### src/sv/sksb_pkg.sv
// Shared types and constants of the sprite blitter.
// Depends on nothing; used by every RTL module of the block, but not by the interfaces.
package sksb_pkg;

  localparam int unsigned MaxScale = 8;
  localparam int unsigned MaxDim   = 4096;
  localparam int unsigned QDepth   = 4;
  localparam int unsigned OpaqueBit = 24;

  // Register indexes of the configuration port
  localparam logic [2:0] CFG_DEST_X     = 3'd0;
  localparam logic [2:0] CFG_DEST_Y     = 3'd1;
  localparam logic [2:0] CFG_FB_WIDTH   = 3'd2;
  localparam logic [2:0] CFG_FB_HEIGHT  = 3'd3;
  localparam logic [2:0] CFG_BMP_WIDTH  = 3'd4;
  localparam logic [2:0] CFG_BMP_HEIGHT = 3'd5;
  localparam logic [2:0] CFG_SCALE      = 3'd6;

  // Reset values of the registers
  localparam logic [12:0] RST_FB_WIDTH  = 13'd640;
  localparam logic [12:0] RST_FB_HEIGHT = 13'd480;
  localparam logic [12:0] RST_BMP_DIM   = 13'd1;
  localparam logic [3:0]  RST_SCALE     = 4'd1;

  localparam logic [12:0] DIM_MAX   = 13'(MaxDim);
  localparam logic [3:0]  SCALE_MAX = 4'(MaxScale);

  // Configuration after saturation, as the datapath sees it
  typedef struct packed {
    logic signed [12:0] dest_x;
    logic signed [12:0] dest_y;
    logic [12:0]        fw;
    logic [12:0]        fh;
    logic [12:0]        bw;
    logic [12:0]        bh;
    logic [3:0]         sc;
  } cfg_t;

  // One opaque block, already clipped to the framebuffer (inclusive bounds)
  typedef struct packed {
    logic [31:0] pix;
    logic [11:0] xs;
    logic [11:0] xe;
    logic [11:0] ys;
    logic [11:0] ye;
  } blk_t;

endpackage

### src/sv/sksb_pix_if.sv
// Input channel of the sprite blitter: one source pixel per request.
// Depends on nothing.
interface sksb_pix_if;
  logic        valid;
  logic        ready;
  logic [31:0] src_pixel;

  modport source (output valid, output src_pixel, input ready);
  modport sink   (input valid, input src_pixel, output ready);
endinterface

### src/sv/sksb_wr_if.sv
// Output channel of the sprite blitter: one framebuffer write per request.
// Depends on nothing.
interface sksb_wr_if;
  logic        valid;
  logic        ready;
  logic [23:0] write_addr;
  logic [31:0] pixel_data;
  logic        last_write;

  modport source (output valid, output write_addr, output pixel_data,
                  output last_write, input ready);
  modport sink   (input valid, input write_addr, input pixel_data,
                  input last_write, output ready);
endinterface

### src/sv/sksb_cfg.sv
// Configuration registers of the sprite blitter, with saturation of sizes.
// Depends on sksb_pkg.
module sksb_cfg (
  input  logic               clk_i,
  input  logic               rst_ni,
  input  logic               cfg_we_i,
  input  logic [2:0]         cfg_idx_i,
  input  logic [12:0]        cfg_data_i,
  output sksb_pkg::cfg_t     cfg_o
);

  logic [12:0] dest_x_q, dest_y_q, fb_width_q, fb_height_q, bmp_width_q, bmp_height_q;
  logic [3:0]  scale_q;

  // Register writes; unknown index is ignored
  always_ff @(posedge clk_i or negedge rst_ni) begin
    if (!rst_ni) begin
      dest_x_q     <= '0;
      dest_y_q     <= '0;
      fb_width_q   <= sksb_pkg::RST_FB_WIDTH;
      fb_height_q  <= sksb_pkg::RST_FB_HEIGHT;
      bmp_width_q  <= sksb_pkg::RST_BMP_DIM;
      bmp_height_q <= sksb_pkg::RST_BMP_DIM;
      scale_q      <= sksb_pkg::RST_SCALE;
    end else if (cfg_we_i) begin
      unique case (cfg_idx_i)
        sksb_pkg::CFG_DEST_X:     dest_x_q     <= cfg_data_i;
        sksb_pkg::CFG_DEST_Y:     dest_y_q     <= cfg_data_i;
        sksb_pkg::CFG_FB_WIDTH:   fb_width_q   <= cfg_data_i;
        sksb_pkg::CFG_FB_HEIGHT:  fb_height_q  <= cfg_data_i;
        sksb_pkg::CFG_BMP_WIDTH:  bmp_width_q  <= cfg_data_i;
        sksb_pkg::CFG_BMP_HEIGHT: bmp_height_q <= cfg_data_i;
        sksb_pkg::CFG_SCALE:      scale_q      <= cfg_data_i[3:0];
        default: ;
      endcase
    end
  end

  // Saturated view
  always_comb begin
    cfg_o.dest_x = $signed(dest_x_q);
    cfg_o.dest_y = $signed(dest_y_q);
    cfg_o.fw = (fb_width_q   > sksb_pkg::DIM_MAX) ? sksb_pkg::DIM_MAX : fb_width_q;
    cfg_o.fh = (fb_height_q  > sksb_pkg::DIM_MAX) ? sksb_pkg::DIM_MAX : fb_height_q;
    cfg_o.bw = (bmp_width_q  > sksb_pkg::DIM_MAX) ? sksb_pkg::DIM_MAX : bmp_width_q;
    cfg_o.bh = (bmp_height_q > sksb_pkg::DIM_MAX) ? sksb_pkg::DIM_MAX : bmp_height_q;
    if (scale_q == 4'd0) begin
      cfg_o.sc = 4'd1;
    end else if (scale_q > sksb_pkg::SCALE_MAX) begin
      cfg_o.sc = sksb_pkg::SCALE_MAX;
    end else begin
      cfg_o.sc = scale_q;
    end
  end

endmodule

### src/sv/sksb_front.sv
// Front end: accepts source pixels, tracks the bitmap position, places and
// clips each opaque block. Depends on sksb_pkg and sksb_pix_if.
module sksb_front (
  input  logic               clk_i,
  input  logic               rst_ni,
  input  sksb_pkg::cfg_t     cfg_i,
  sksb_pix_if.sink           pix_i,
  input  logic               q_full_i,
  output logic               push_o,
  output sksb_pkg::blk_t     blk_o
);

  logic [11:0]        col_q, row_q;
  logic               a_valid_q;
  logic [31:0]        a_pix_q;
  logic signed [16:0] a_x0_q, a_y0_q;

  logic               accept;
  logic               opaque;
  logic [15:0]        col_off, row_off;
  logic signed [16:0] x0_d, y0_d;
  logic signed [16:0] x_end, y_end, fw_s, fh_s, sc_s;
  logic               x_in, y_in;
  logic [12:0]        fw_m1, fh_m1;

  // The placement register drains whenever the queue has room
  assign pix_i.ready = !a_valid_q || !q_full_i;
  assign accept      = pix_i.valid && pix_i.ready;
  assign opaque      = pix_i.src_pixel[sksb_pkg::OpaqueBit];

  // Block origin: destination plus position times scale
  assign col_off = 16'(col_q) * 16'(cfg_i.sc);
  assign row_off = 16'(row_q) * 16'(cfg_i.sc);
  assign x0_d = 17'(cfg_i.dest_x) + $signed({1'b0, col_off});
  assign y0_d = 17'(cfg_i.dest_y) + $signed({1'b0, row_off});

  // Bitmap position counters, advancing on every request
  always_ff @(posedge clk_i or negedge rst_ni) begin
    if (!rst_ni) begin
      col_q <= '0;
      row_q <= '0;
    end else if (accept) begin
      if (({1'b0, col_q} + 13'd1) >= cfg_i.bw) begin
        col_q <= '0;
        if (({1'b0, row_q} + 13'd1) >= cfg_i.bh) begin
          row_q <= '0;
        end else begin
          row_q <= row_q + 12'd1;
        end
      end else begin
        col_q <= col_q + 12'd1;
      end
    end
  end

  // Placement stage; transparent pixels are dropped here
  always_ff @(posedge clk_i or negedge rst_ni) begin
    if (!rst_ni) begin
      a_valid_q <= 1'b0;
    end else if (accept && opaque) begin
      a_valid_q <= 1'b1;
    end else if (!q_full_i) begin
      a_valid_q <= 1'b0;
    end
  end

  always_ff @(posedge clk_i) begin
    if (accept && opaque) begin
      a_pix_q <= pix_i.src_pixel;
      a_x0_q  <= x0_d;
      a_y0_q  <= y0_d;
    end
  end

  // Clip stage: inclusive visible range of the block; an empty frame shows nothing
  assign fw_s  = $signed({4'b0, cfg_i.fw});
  assign fh_s  = $signed({4'b0, cfg_i.fh});
  assign sc_s  = $signed({13'b0, cfg_i.sc});
  assign x_end = a_x0_q + sc_s - 17'sd1;
  assign y_end = a_y0_q + sc_s - 17'sd1;
  assign x_in  = (cfg_i.fw != 13'd0) && (a_x0_q < fw_s) && (x_end >= 17'sd0);
  assign y_in  = (cfg_i.fh != 13'd0) && (a_y0_q < fh_s) && (y_end >= 17'sd0);
  assign fw_m1 = cfg_i.fw - 13'd1;
  assign fh_m1 = cfg_i.fh - 13'd1;

  always_comb begin
    blk_o.pix = a_pix_q;
    blk_o.xs  = (a_x0_q < 17'sd0) ? 12'd0 : a_x0_q[11:0];
    blk_o.ys  = (a_y0_q < 17'sd0) ? 12'd0 : a_y0_q[11:0];
    blk_o.xe  = (x_end >= fw_s) ? fw_m1[11:0] : x_end[11:0];
    blk_o.ye  = (y_end >= fh_s) ? fh_m1[11:0] : y_end[11:0];
  end

  // Fully clipped blocks never enter the queue
  assign push_o = a_valid_q && !q_full_i && x_in && y_in;

endmodule

### src/sv/sksb_queue.sv
// Short queue of clipped blocks between the front and back ends.
// Depends on sksb_pkg.
module sksb_queue (
  input  logic               clk_i,
  input  logic               rst_ni,
  input  logic               push_i,
  input  sksb_pkg::blk_t     blk_i,
  input  logic               pop_i,
  output logic               full_o,
  output logic               valid_o,
  output sksb_pkg::blk_t     blk_o
);

  localparam int unsigned PtrW = $clog2(sksb_pkg::QDepth);

  sksb_pkg::blk_t mem_q [sksb_pkg::QDepth];
  logic [PtrW-1:0] wr_ptr_q, rd_ptr_q;
  logic [PtrW:0]   cnt_q;

  assign full_o  = (cnt_q == (PtrW + 1)'(sksb_pkg::QDepth));
  assign valid_o = (cnt_q != '0);
  assign blk_o   = mem_q[rd_ptr_q];

  // Pointers and fill count
  always_ff @(posedge clk_i or negedge rst_ni) begin
    if (!rst_ni) begin
      wr_ptr_q <= '0;
      rd_ptr_q <= '0;
      cnt_q    <= '0;
    end else begin
      if (push_i) wr_ptr_q <= wr_ptr_q + 1'b1;
      if (pop_i)  rd_ptr_q <= rd_ptr_q + 1'b1;
      unique case ({push_i, pop_i})
        2'b10:   cnt_q <= cnt_q + 1'b1;
        2'b01:   cnt_q <= cnt_q - 1'b1;
        default: ;
      endcase
    end
  end

  // Entry storage
  always_ff @(posedge clk_i) begin
    if (push_i) mem_q[wr_ptr_q] <= blk_i;
  end

endmodule

### src/sv/sksb_back.sv
// Back end: walks clipped blocks row by row; an output register emits
// one write per cycle while ready. Depends on sksb_pkg and sksb_wr_if.
module sksb_back (
  input  logic               clk_i,
  input  logic               rst_ni,
  input  sksb_pkg::cfg_t     cfg_i,
  input  logic               q_valid_i,
  input  sksb_pkg::blk_t     q_blk_i,
  output logic               pop_o,
  sksb_wr_if.source          wr_o
);

  logic           busy_q;
  sksb_pkg::blk_t blk_q;
  logic [11:0]    cx_q, cy_q;
  logic           ov_q;
  logic [23:0]    addr_q;
  logic [31:0]    data_q;
  logic           last_q;

  logic           out_free, step, at_last;
  logic [24:0]    addr_full;

  assign out_free = !ov_q || wr_o.ready;
  assign step     = busy_q && out_free;
  assign at_last  = (cx_q == blk_q.xe) && (cy_q == blk_q.ye);
  assign pop_o    = q_valid_i && (!busy_q || (step && at_last));

  // Block walk
  always_ff @(posedge clk_i or negedge rst_ni) begin
    if (!rst_ni) begin
      busy_q <= 1'b0;
    end else if (pop_o) begin
      busy_q <= 1'b1;
    end else if (step && at_last) begin
      busy_q <= 1'b0;
    end
  end

  always_ff @(posedge clk_i) begin
    if (pop_o) begin
      blk_q <= q_blk_i;
      cx_q  <= q_blk_i.xs;
      cy_q  <= q_blk_i.ys;
    end else if (step) begin
      if (cx_q == blk_q.xe) begin
        cx_q <= blk_q.xs;
        cy_q <= cy_q + 12'd1;
      end else begin
        cx_q <= cx_q + 12'd1;
      end
    end
  end

  // Linear address: row times pitch plus column
  assign addr_full = 25'(cy_q) * 25'(cfg_i.fw) + 25'(cx_q);

  // Output register
  always_ff @(posedge clk_i or negedge rst_ni) begin
    if (!rst_ni) begin
      ov_q <= 1'b0;
    end else if (step) begin
      ov_q <= 1'b1;
    end else if (wr_o.ready) begin
      ov_q <= 1'b0;
    end
  end

  always_ff @(posedge clk_i) begin
    if (step) begin
      addr_q <= addr_full[23:0];
      data_q <= blk_q.pix;
      last_q <= at_last;
    end
  end

  assign wr_o.valid      = ov_q;
  assign wr_o.write_addr = addr_q;
  assign wr_o.pixel_data = data_q;
  assign wr_o.last_write = last_q;

endmodule

### src/sv/scaled_keyed_sprite_blit.sv
// Integer-scale sprite blitter with an alpha key: takes one source pixel per
// request and emits one framebuffer write per visible opaque block pixel.
// Depends on sksb_pkg, sksb_pix_if, sksb_wr_if, sksb_cfg, sksb_front,
// sksb_queue and sksb_back.
//
// Each source pixel (top displayed row first, left to right) is placed as a
// scale-by-scale block at dest + position*scale, clipped to the framebuffer,
// and written out row by row when bit 24 is set; last_write marks the final
// write of a pixel. The back end emits one write per cycle while the
// receiver is ready, so an opaque pixel with n visible block pixels gives n
// writes (up to 64 at scale 8); transparent or fully clipped pixels give
// none. The front end takes a pixel every cycle while the four-entry queue
// has room. Writes pass the placement, queue, walk and output registers.
// Registers must be written only while idle; the block does not enforce it.
module scaled_keyed_sprite_blit (
  input  logic        clk_i,
  input  logic        rst_ni,
  input  logic        cfg_we_i,
  input  logic [2:0]  cfg_idx_i,
  input  logic [12:0] cfg_data_i,
  sksb_pix_if.sink    pix_i,
  sksb_wr_if.source   wr_o
);

  sksb_pkg::cfg_t cfg;
  sksb_pkg::blk_t push_blk, head_blk;
  logic           push, pop, q_full, q_valid;

  sksb_cfg u_cfg (
    .clk_i      (clk_i),
    .rst_ni     (rst_ni),
    .cfg_we_i   (cfg_we_i),
    .cfg_idx_i  (cfg_idx_i),
    .cfg_data_i (cfg_data_i),
    .cfg_o      (cfg)
  );

  sksb_front u_front (
    .clk_i    (clk_i),
    .rst_ni   (rst_ni),
    .cfg_i    (cfg),
    .pix_i    (pix_i),
    .q_full_i (q_full),
    .push_o   (push),
    .blk_o    (push_blk)
  );

  sksb_queue u_queue (
    .clk_i   (clk_i),
    .rst_ni  (rst_ni),
    .push_i  (push),
    .blk_i   (push_blk),
    .pop_i   (pop),
    .full_o  (q_full),
    .valid_o (q_valid),
    .blk_o   (head_blk)
  );

  sksb_back u_back (
    .clk_i     (clk_i),
    .rst_ni    (rst_ni),
    .cfg_i     (cfg),
    .q_valid_i (q_valid),
    .q_blk_i   (head_blk),
    .pop_o     (pop),
    .wr_o      (wr_o)
  );

endmodule

### src/flat_wrapper.sv
// flat-port wrapper written by rule: the top's interface ports become plain ports
module scaled_keyed_sprite_blit_flat 
  (clk_i, rst_ni, cfg_we_i, cfg_idx_i, cfg_data_i, pix_i_valid, pix_i_src_pixel, pix_i_ready, wr_o_valid, wr_o_write_addr, wr_o_pixel_data, wr_o_last_write, wr_o_ready);
  sksb_pix_if pix_i_i ();
  sksb_wr_if wr_o_i ();
  input  logic clk_i;
  input  logic rst_ni;
  input  logic cfg_we_i;
  input  logic [2:0] cfg_idx_i;
  input  logic [12:0] cfg_data_i;
  input wire logic [$bits(pix_i_i.valid)-1:0] pix_i_valid;
  input wire logic [$bits(pix_i_i.src_pixel)-1:0] pix_i_src_pixel;
  output wire logic [$bits(pix_i_i.ready)-1:0] pix_i_ready;
  output wire logic [$bits(wr_o_i.valid)-1:0] wr_o_valid;
  output wire logic [$bits(wr_o_i.write_addr)-1:0] wr_o_write_addr;
  output wire logic [$bits(wr_o_i.pixel_data)-1:0] wr_o_pixel_data;
  output wire logic [$bits(wr_o_i.last_write)-1:0] wr_o_last_write;
  input wire logic [$bits(wr_o_i.ready)-1:0] wr_o_ready;
  assign pix_i_i.valid = pix_i_valid;
  assign pix_i_i.src_pixel = pix_i_src_pixel;
  assign pix_i_ready = pix_i_i.ready;
  assign wr_o_valid = wr_o_i.valid;
  assign wr_o_write_addr = wr_o_i.write_addr;
  assign wr_o_pixel_data = wr_o_i.pixel_data;
  assign wr_o_last_write = wr_o_i.last_write;
  assign wr_o_i.ready = wr_o_ready;
  scaled_keyed_sprite_blit u_core (.clk_i(clk_i), .rst_ni(rst_ni), .cfg_we_i(cfg_we_i), .cfg_idx_i(cfg_idx_i), .cfg_data_i(cfg_data_i), .pix_i(pix_i_i), .wr_o(wr_o_i));
endmodule
### config.mk
export PLATFORM = sky130hd
export DESIGN_NAME = scaled_keyed_sprite_blit_flat
export DESIGN_NICKNAME = d
export VERILOG_FILES = /design/src/sv/sksb_pkg.sv /design/src/sv/sksb_pix_if.sv /design/src/sv/sksb_wr_if.sv /design/src/sv/sksb_cfg.sv /design/src/sv/sksb_front.sv /design/src/sv/sksb_queue.sv /design/src/sv/sksb_back.sv /design/src/sv/scaled_keyed_sprite_blit.sv /design/src/flat_wrapper.sv
export SDC_FILE = /design/constraint.sdc
export NUM_CORES = 1
export LEC_CHECK = 0
export ABC_AREA = 1
export ABC_CLOCK_PERIOD_IN_PS = 5500
export BUFFER_PORTS_ARGS = -buffer_cell sky130_fd_sc_hd__buf_2
export CAP_MARGIN = 20
export CORE_ASPECT_RATIO = 0.9
export CORE_MARGIN = 10
export CORE_UTILIZATION = 40
export DETAILED_ROUTE_END_ITERATION = 7
export GPL_TIMING_DRIVEN = 0
export PLACE_DENSITY_LB_ADDON = 0.12
export REMOVE_ABC_BUFFERS = 1
export SLEW_MARGIN = 20
export SYNTH_ARGS = -nofsm -noshare
export SYNTH_HDL_FRONTEND = slang
export SYNTH_SLANG_ARGS = --single-unit
### constraint.sdc
create_clock -name clk_i -period 5.5 [get_ports clk_i]
set_input_delay 1.1 -clock clk_i [delete_from_list [all_inputs] [get_ports clk_i]]
set_output_delay 1.1 -clock clk_i [all_outputs]
set_load 0.02 [all_outputs]
* Yosys cells after proc, flatten, opt, wreduce, memory -nomap -nowiden
Memories as Yosys holds them, arrays and structs flattened.
Cells that the tools add are included.
** Operators by class
- Add/subtract/negate cells :: 19
- $mul :: 3
- Magnitude comparators :: 15
- Equal/unequal tests :: 12
- Multiplexer cells :: 27
- Reductions and logical operators :: 39
** Operators with widths (count)
- 2-to-1 mux 12 bit :: 12
- greater-than comparator 13 bit, second input constant :: 4
- 2-to-1 mux 13 bit :: 4
- adder 12 x 1 -> 12 bit, second input constant :: 4
- adder 13 x 17 -> 17 bit :: 2
- adder 17 x 5 -> 17 bit :: 2
- greater-or-equal comparator 17 x 1 -> 1 bit, second input constant :: 2
- greater-or-equal comparator 17 x 14 -> 1 bit :: 2
- < comparator 17 x 1 -> 1 bit, second input constant :: 2
- < comparator 17 x 14 -> 1 bit :: 2
- subtractor 17 x 2 -> 17 bit, second input constant :: 2
- multiplier 12 x 4 -> 16 bit :: 2
- adder 12 x 1 -> 13 bit, second input constant :: 2
- greater-or-equal comparator 13 bit :: 2
- nonzero test 13 bit :: 2
- adder 24 x 12 -> 24 bit :: 1
- equality test 12 bit :: 2
- multiplier 12 x 13 -> 24 bit :: 1
- subtractor 12 x 1 -> 12 bit, second input constant :: 2
- AND reduction 2 bit :: 9
- logical AND 1 bit :: 13
- equality test 3 bit, second input constant :: 4
- nonzero test 2 bit :: 5
- 2-to-1 mux 1 bit :: 8
- 16 further kinds :: 24
** Word-level totals
- Flip-flop bits (word level) :: 331
- Bits in writable memories :: 320
- Bits of input ports :: 53
- Output and inout port bits :: 59
- Word-level logic and storage cells :: 143
- Memories kept :: 1
** Memories
- u_core.u_queue.mem_q :: depth 4, width 80, rd ports 1, clocked after memory_dff 0, wr ports 1, line sksb_queue.sv:16 : sksb_pkg::blk_t mem_q [sksb_pkg::QDepth];

* Depth between registers and ports, before layout
- Depth in word-level cells :: 11
- Mapped depth :: 30
- Depth with buffers taken out :: 29

* By module
Synthesis repeated with hierarchy kept, for this count alone.
** Second synthesis, totals
- Cell total of the unflattened synthesis :: 4410
- Area, all modules :: 41695.0 sq um
** By module, submodules not included
- sksb_queue :: instances 1, cells each 982, area each 13615.6 sq um
- sksb_front :: instances 1, cells each 1789, area each 12673.4 sq um
- sksb_back :: instances 1, cells each 1193, area each 11509.8 sq um
- sksb_cfg :: instances 1, cells each 446, area each 3896.2 sq um

* Least setup slack after synthesis
No wires, ideal clock.
- Kind :: register to register
- From :: reg u_core.u_cfg.fb_width_q[3]
- To :: reg u_core.u_back.addr_q[21] (netlist: u_core.u_back.wr_o.write_addr[21]), data pin
- Setup time :: 0.256 ns
- Arrival :: 5.401 ns
- Data required time :: 5.244 ns
- Slack :: -0.157 ns
- Stages on the path, launching flop included :: 29
- Clock period less this slack :: 5.657 ns
- Cells stage by stage :: dfrtp_1 -> nor2_1 -> nand2_1 -> nor2_1 -> nand2_2 -> nand2_4 -> buf_12 -> nand2_1 -> buf_2 -> inv_1 -> nand2_1 -> fa_1 -> fa_1 -> fa_1 -> inv_1 -> fa_1 -> inv_1 -> fa_1 -> inv_1 -> ha_1 -> nand2_1 -> inv_1 -> a21oi_1 -> nand2_1 -> a21oi_1 -> o21bai_1 -> and2_1 -> o21bai_1 -> nand2_1
** Between the ends
- Longest elaborated chain between the ends :: 4
** RTL lines
- start: declaration :: line sksb_cfg.sv:12 : logic [12:0] dest_x_q, dest_y_q, fb_width_q, fb_height_q, bmp_width_q, bmp_height_q;
- start signal: assignment :: line sksb_cfg.sv:20 : fb_width_q <= sksb_pkg::RST_FB_WIDTH;
- start signal: assignment :: line sksb_cfg.sv:29 : sksb_pkg::CFG_FB_WIDTH: fb_width_q <= cfg_data_i;
- greater-than comparator 13 bit :: line sksb_cfg.sv:43 : cfg_o.fw = (fb_width_q > sksb_pkg::DIM_MAX) ? sksb_pkg::DIM_MAX : fb_width_q;
- 2-to-1 mux 13 bit (*) :: line sksb_cfg.sv:43
- multiplier 12 x 13 -> 24 bit (*) :: line sksb_back.sv:56 : assign addr_full = 25'(cy_q) * 25'(cfg_i.fw) + 25'(cx_q);
- adder 24 x 12 -> 24 bit (*) :: line sksb_back.sv:56
- named net u_core.u_back.addr_full[21] :: line sksb_back.sv:22 : logic [24:0] addr_full;
- end signal: assignment :: line sksb_back.sv:71 : addr_q <= addr_full[23:0];
- end: declaration :: line sksb_back.sv:17 : logic [23:0] addr_q;
The timed path passes the listed nets; every way through them passes the cells marked *.
A chain may end at the register's enable or synchronous reset.

* Worst setup path in the final report
- From :: reg u_core.u_cfg.fb_width_q[9]
- To :: reg u_core.u_back.addr_q[21] (netlist: u_core.u_back.wr_o.write_addr[21]), data pin
The elaborated chain is that of the path after synthesis.

==> flow_summary.ini <==
[run_status]
status = finished, violations left
violations = negative setup slack

[timing]
tightest_slew_ps = 901
fmax_mhz = 178
setup_viol = 5
fin_skew_ps = 24.6
final.min_clock_period_ps = 5610
hold_viol_final = 0
layout_setup_ws_ps = -108
tns_ps = -267
rsz0062_at_grt = true
slew_violations = 0
min_period_over_period_pct = 102
relSlewSlack_pct = 39.9

[yosys]
synth_seq_cells = 651
async_reset_ff_share_pct = 17.8
ys_top_cells_by_area = edfxtp_1 42%, ha_1 8.8%, fa_1 8.5%
syn-cell-area_sq_mm = 0.0387
synth_edf_count = 535
ys.flop_type = edfxtp_1
netlist.area_leader.share_pct = 41.5
yosysWarnings = 0
synth_cell_type_count = 55
synth_largest_area_cell = edfxtp_1
syn_inst = 3881
ys_seq_area_share_pct = 49.1
synth.avg_cell_area_sq_um = 9.97

[drt]
drt_pre_antenna_iters = 6
dr_total_vias = 27282
wire_per_inst_um = 18.5
drt_iter0_drc = 1943
ant_nets = 0
route.detailed.drc = 0
viasPerCell = 5.05
drt-total-wl_mm = 99.9

[clocking]
cts-root-buf = clkbuf_16
clkLatencyLatePin_ps = 630
ctsHoldBuffers = 0
clock_path_buffers = 3
cts.clk_slew.worst_paths_ps = 60
cts_tree = yes
numCtsBuffers = 72
htree_levels = 3
cts.sinks = 651

[global_routing]
track_usage_pct = 18.2
grt_pass1_wl_mm = 157
antenna_found_initial = 2
grt_start_max_net_pins = 89
globalRouteOverflowTotal = 0
grt_pass1_vias = 26955

[worst_setup_path]
end_kind = flop
cp_common_cell = fa_1
crit_slowest_cell = fa_1
start_kind = flop
r2r-end = u_core.u_back.wr_o.write_addr[21]
max_stage_delay_ps = 560
reg2reg_from = u_core.u_cfg.fb_width_q[9]
r2r_slack_ps = -110
critical_path_required_ps = 5890
critPathArrivalTime_ps = 5990
reg2regPathDepth = 29
crit_path_max_fanout = 4
critPathKind = flop to flop

[die]
initial_core_util_pct = 40.2
ios = 112
die_x_um = 348
rows = 108
die-area_sq_mm = 0.110
fp.coreArea_sq_mm = 0.0962
die_y_um = 315

[final_layout]
drive_above_1_share_pct = 13.7
layout.nets = 4576
num_antenna_cells = 0
post-route-util_pct = 47.0
areaGrowthSynthToFinish_pct = 16.9

[power_and_ir_drop]
ir_drop_v = 0.00104
powerDensity_mw_per_mm2 = 634
p_leak_nw = 19.6

[hold_path]
hold_start = u_core.u_back.blk_q[60]
holdPathStages = 0
whs_endpoint = u_core.u_back.wr_o.pixel_data[12]
min_path_type = flop to flop

[place]
gp_routability_congestion = 0.865
dp.final_hpwl_mm = 69.2
dp_slack_ps = -1520
io_buffers = 111

[job]
drv_cap = 0
-- registers in the layout, summed over array words and instances (netlist names), 3 cells and up --
name	cells
u_core.u_queue.mem_q	320
u_core.u_back.blk_q	68
u_core.u_back.wr_o.pixel_data	32
u_core.u_front.a_pix_q	32
u_core.u_back.wr_o.write_addr	24
u_core.u_front.a_x0_q	17
u_core.u_front.a_y0_q	17
u_core.u_cfg.bmp_height_q	13
u_core.u_cfg.bmp_width_q	13
u_core.u_cfg.dest_x_q	13
u_core.u_cfg.dest_y_q	13
u_core.u_cfg.fb_height_q	13
u_core.u_cfg.fb_width_q	13
u_core.u_back.cx_q	12
u_core.u_back.cy_q	12
u_core.u_front.col_q	12
u_core.u_front.row_q	12
u_core.u_cfg.scale_q	4
u_core.u_queue.cnt_q	3
-- cell usage in the layout, fill, tap and decap left out, types with 17 or more instances in the layout --
cell type | Yosys | routed
ha_1 | 271 | 255
xnor2_1 | 51 | 50
buf_12 | 1 | 19
nor2_2 | 8 | 17
fa_1 | 165 | 155
nand2_1 | 715 | 699
buf_4 | 8 | 95
buf_2 | 14 | 110
edfxtp_1 | 535 | 535
o21ai_0 | 330 | 320
buf_16 | 0 | 18
dfrtp_1 | 107 | 94
nand3_1 | 124 | 122
xor2_1 | 118 | 118
nor2_1 | 399 | 381
nor3_1 | 33 | 31
inv_2 | 8 | 24
clkbuf_16 | 0 | 73
nand4_1 | 26 | 26
nand2_2 | 18 | 23
a21oi_1 | 136 | 124
inv_1 | 502 | 469
o22ai_1 | 80 | 80
-- worst max-delay path: cells and delay by family, from the launching register on --
| kind | cells | cell delay (ps) |
|---|---|---|
| buffers and inverters | 8 | 590 |
| AOI/OAI and AO/OA | 4 | 560 |
| DFF | 1 | 530 |
| adders and majority gates | 6 | 2820 |
| and+or+nand+nor | 11 | 860 |
-- final cells by class --
cell class | count | area, sq um
Multi-Input combinational cell | 2597 | 18000
Inverter | 514 | 2010
Fill cell | 9035 | 51000
Timing Repair Buffer | 251 | 2250
Tap cell | 1265 | 1580
Sequential cell | 651 | 19000
Clock buffer | 86 | 1910
Clock inverter | 43 | 432
-- synth_stat cells (9+ instances only) --
master    number
a21o_1        16
a21oi_1      136
a31oi_1        9
buf_2         14
clkbuf_1      93
dfrtp_1      107
dfstp_2        9
edfxtp_1     535
fa_1         165
ha_1         271
inv_1        502
nand2_1      715
nand2_2       18
nand3_1      124
nand4_1       26
nor2_1       399
nor3_1        33
o21ai_0      330
o21ai_1        9
o21bai_1      13
o22ai_1       80
xnor2_1       51
xor2_1       118
-- kinds of logic (layout without fill, tap and decap cells) --
| logic type | after synthesis | after routing | synth area share [%] |
|---|---|---|---|
| and+or+nand+nor | 1363 | 1364 | 14.6 |
| DFF | 651 | 651 | 49.1 |
| buffers and inverters | 634 | 894 | 6.34 |
| AOI/OAI and AO/OA | 628 | 628 | 8.87 |
| adders and majority gates | 436 | 436 | 17.3 |
| xor gates and xnor gates | 169 | 169 | 3.83 |
-- routing by layer --
layer	track usage (%)	wire length, um
met5	0	0
met4	4.32	2180
met3	2.50	4640
met2	29.6	46400
met1	25.6	46700
-- how the worst max path moves through the flow --
stage                           startpoint                                end
2_1_floorplan   u_core.u_queue.rd_ptr_q[0]              u_core.u_back.cx_q[0]
3_3_place_gp    u_core.u_queue.rd_ptr_q[0]              u_core.u_back.cy_q[9]
3_5_place_dp   u_core.u_cfg.fb_width_q[12]  u_core.u_back.wr_o.write_addr[21]
4_1_cts         u_core.u_cfg.fb_width_q[7]  u_core.u_back.wr_o.write_addr[21]
5_1_grt         u_core.u_cfg.fb_width_q[0]  u_core.u_back.wr_o.write_addr[20]
6_report        u_core.u_cfg.fb_width_q[9]  u_core.u_back.wr_o.write_addr[21]
-- report_power, final --
group / internal (mW) / switching (mW) / total (mW)
registers: 6.95 / 0.660 / 7.61
clock network: 2.70 / 2.04 / 4.74
logic: 6.53 / 9.79 / 16.3
-- per-stage QoR --
step | total power [mW] | cells | instance area [sq um] | hold slack (ps)
after floorplan | 16.8 | 3761 | 38200 | 400
after global placement | 20.5 | 5137 | 40300 | 401
after detailed placement | 20.6 | 5165 | 41100 | 405
after CTS | 27.7 | 5389 | 44800 | 401
after global routing | 31.2 | 5407 | 45200 | 412
final | 28.7 | 5407 | 45200 | 401
-- repair_timing --
item,CTS,global route
endpoints found under the hold margin,0,0
cloned,1,0
endpoints found under the setup margin,442,123
pin swaps,79,73
buffers inserted,94,21
gates resized for setup,133,77
Note: power is estimated with default switching activity, not from simulation.
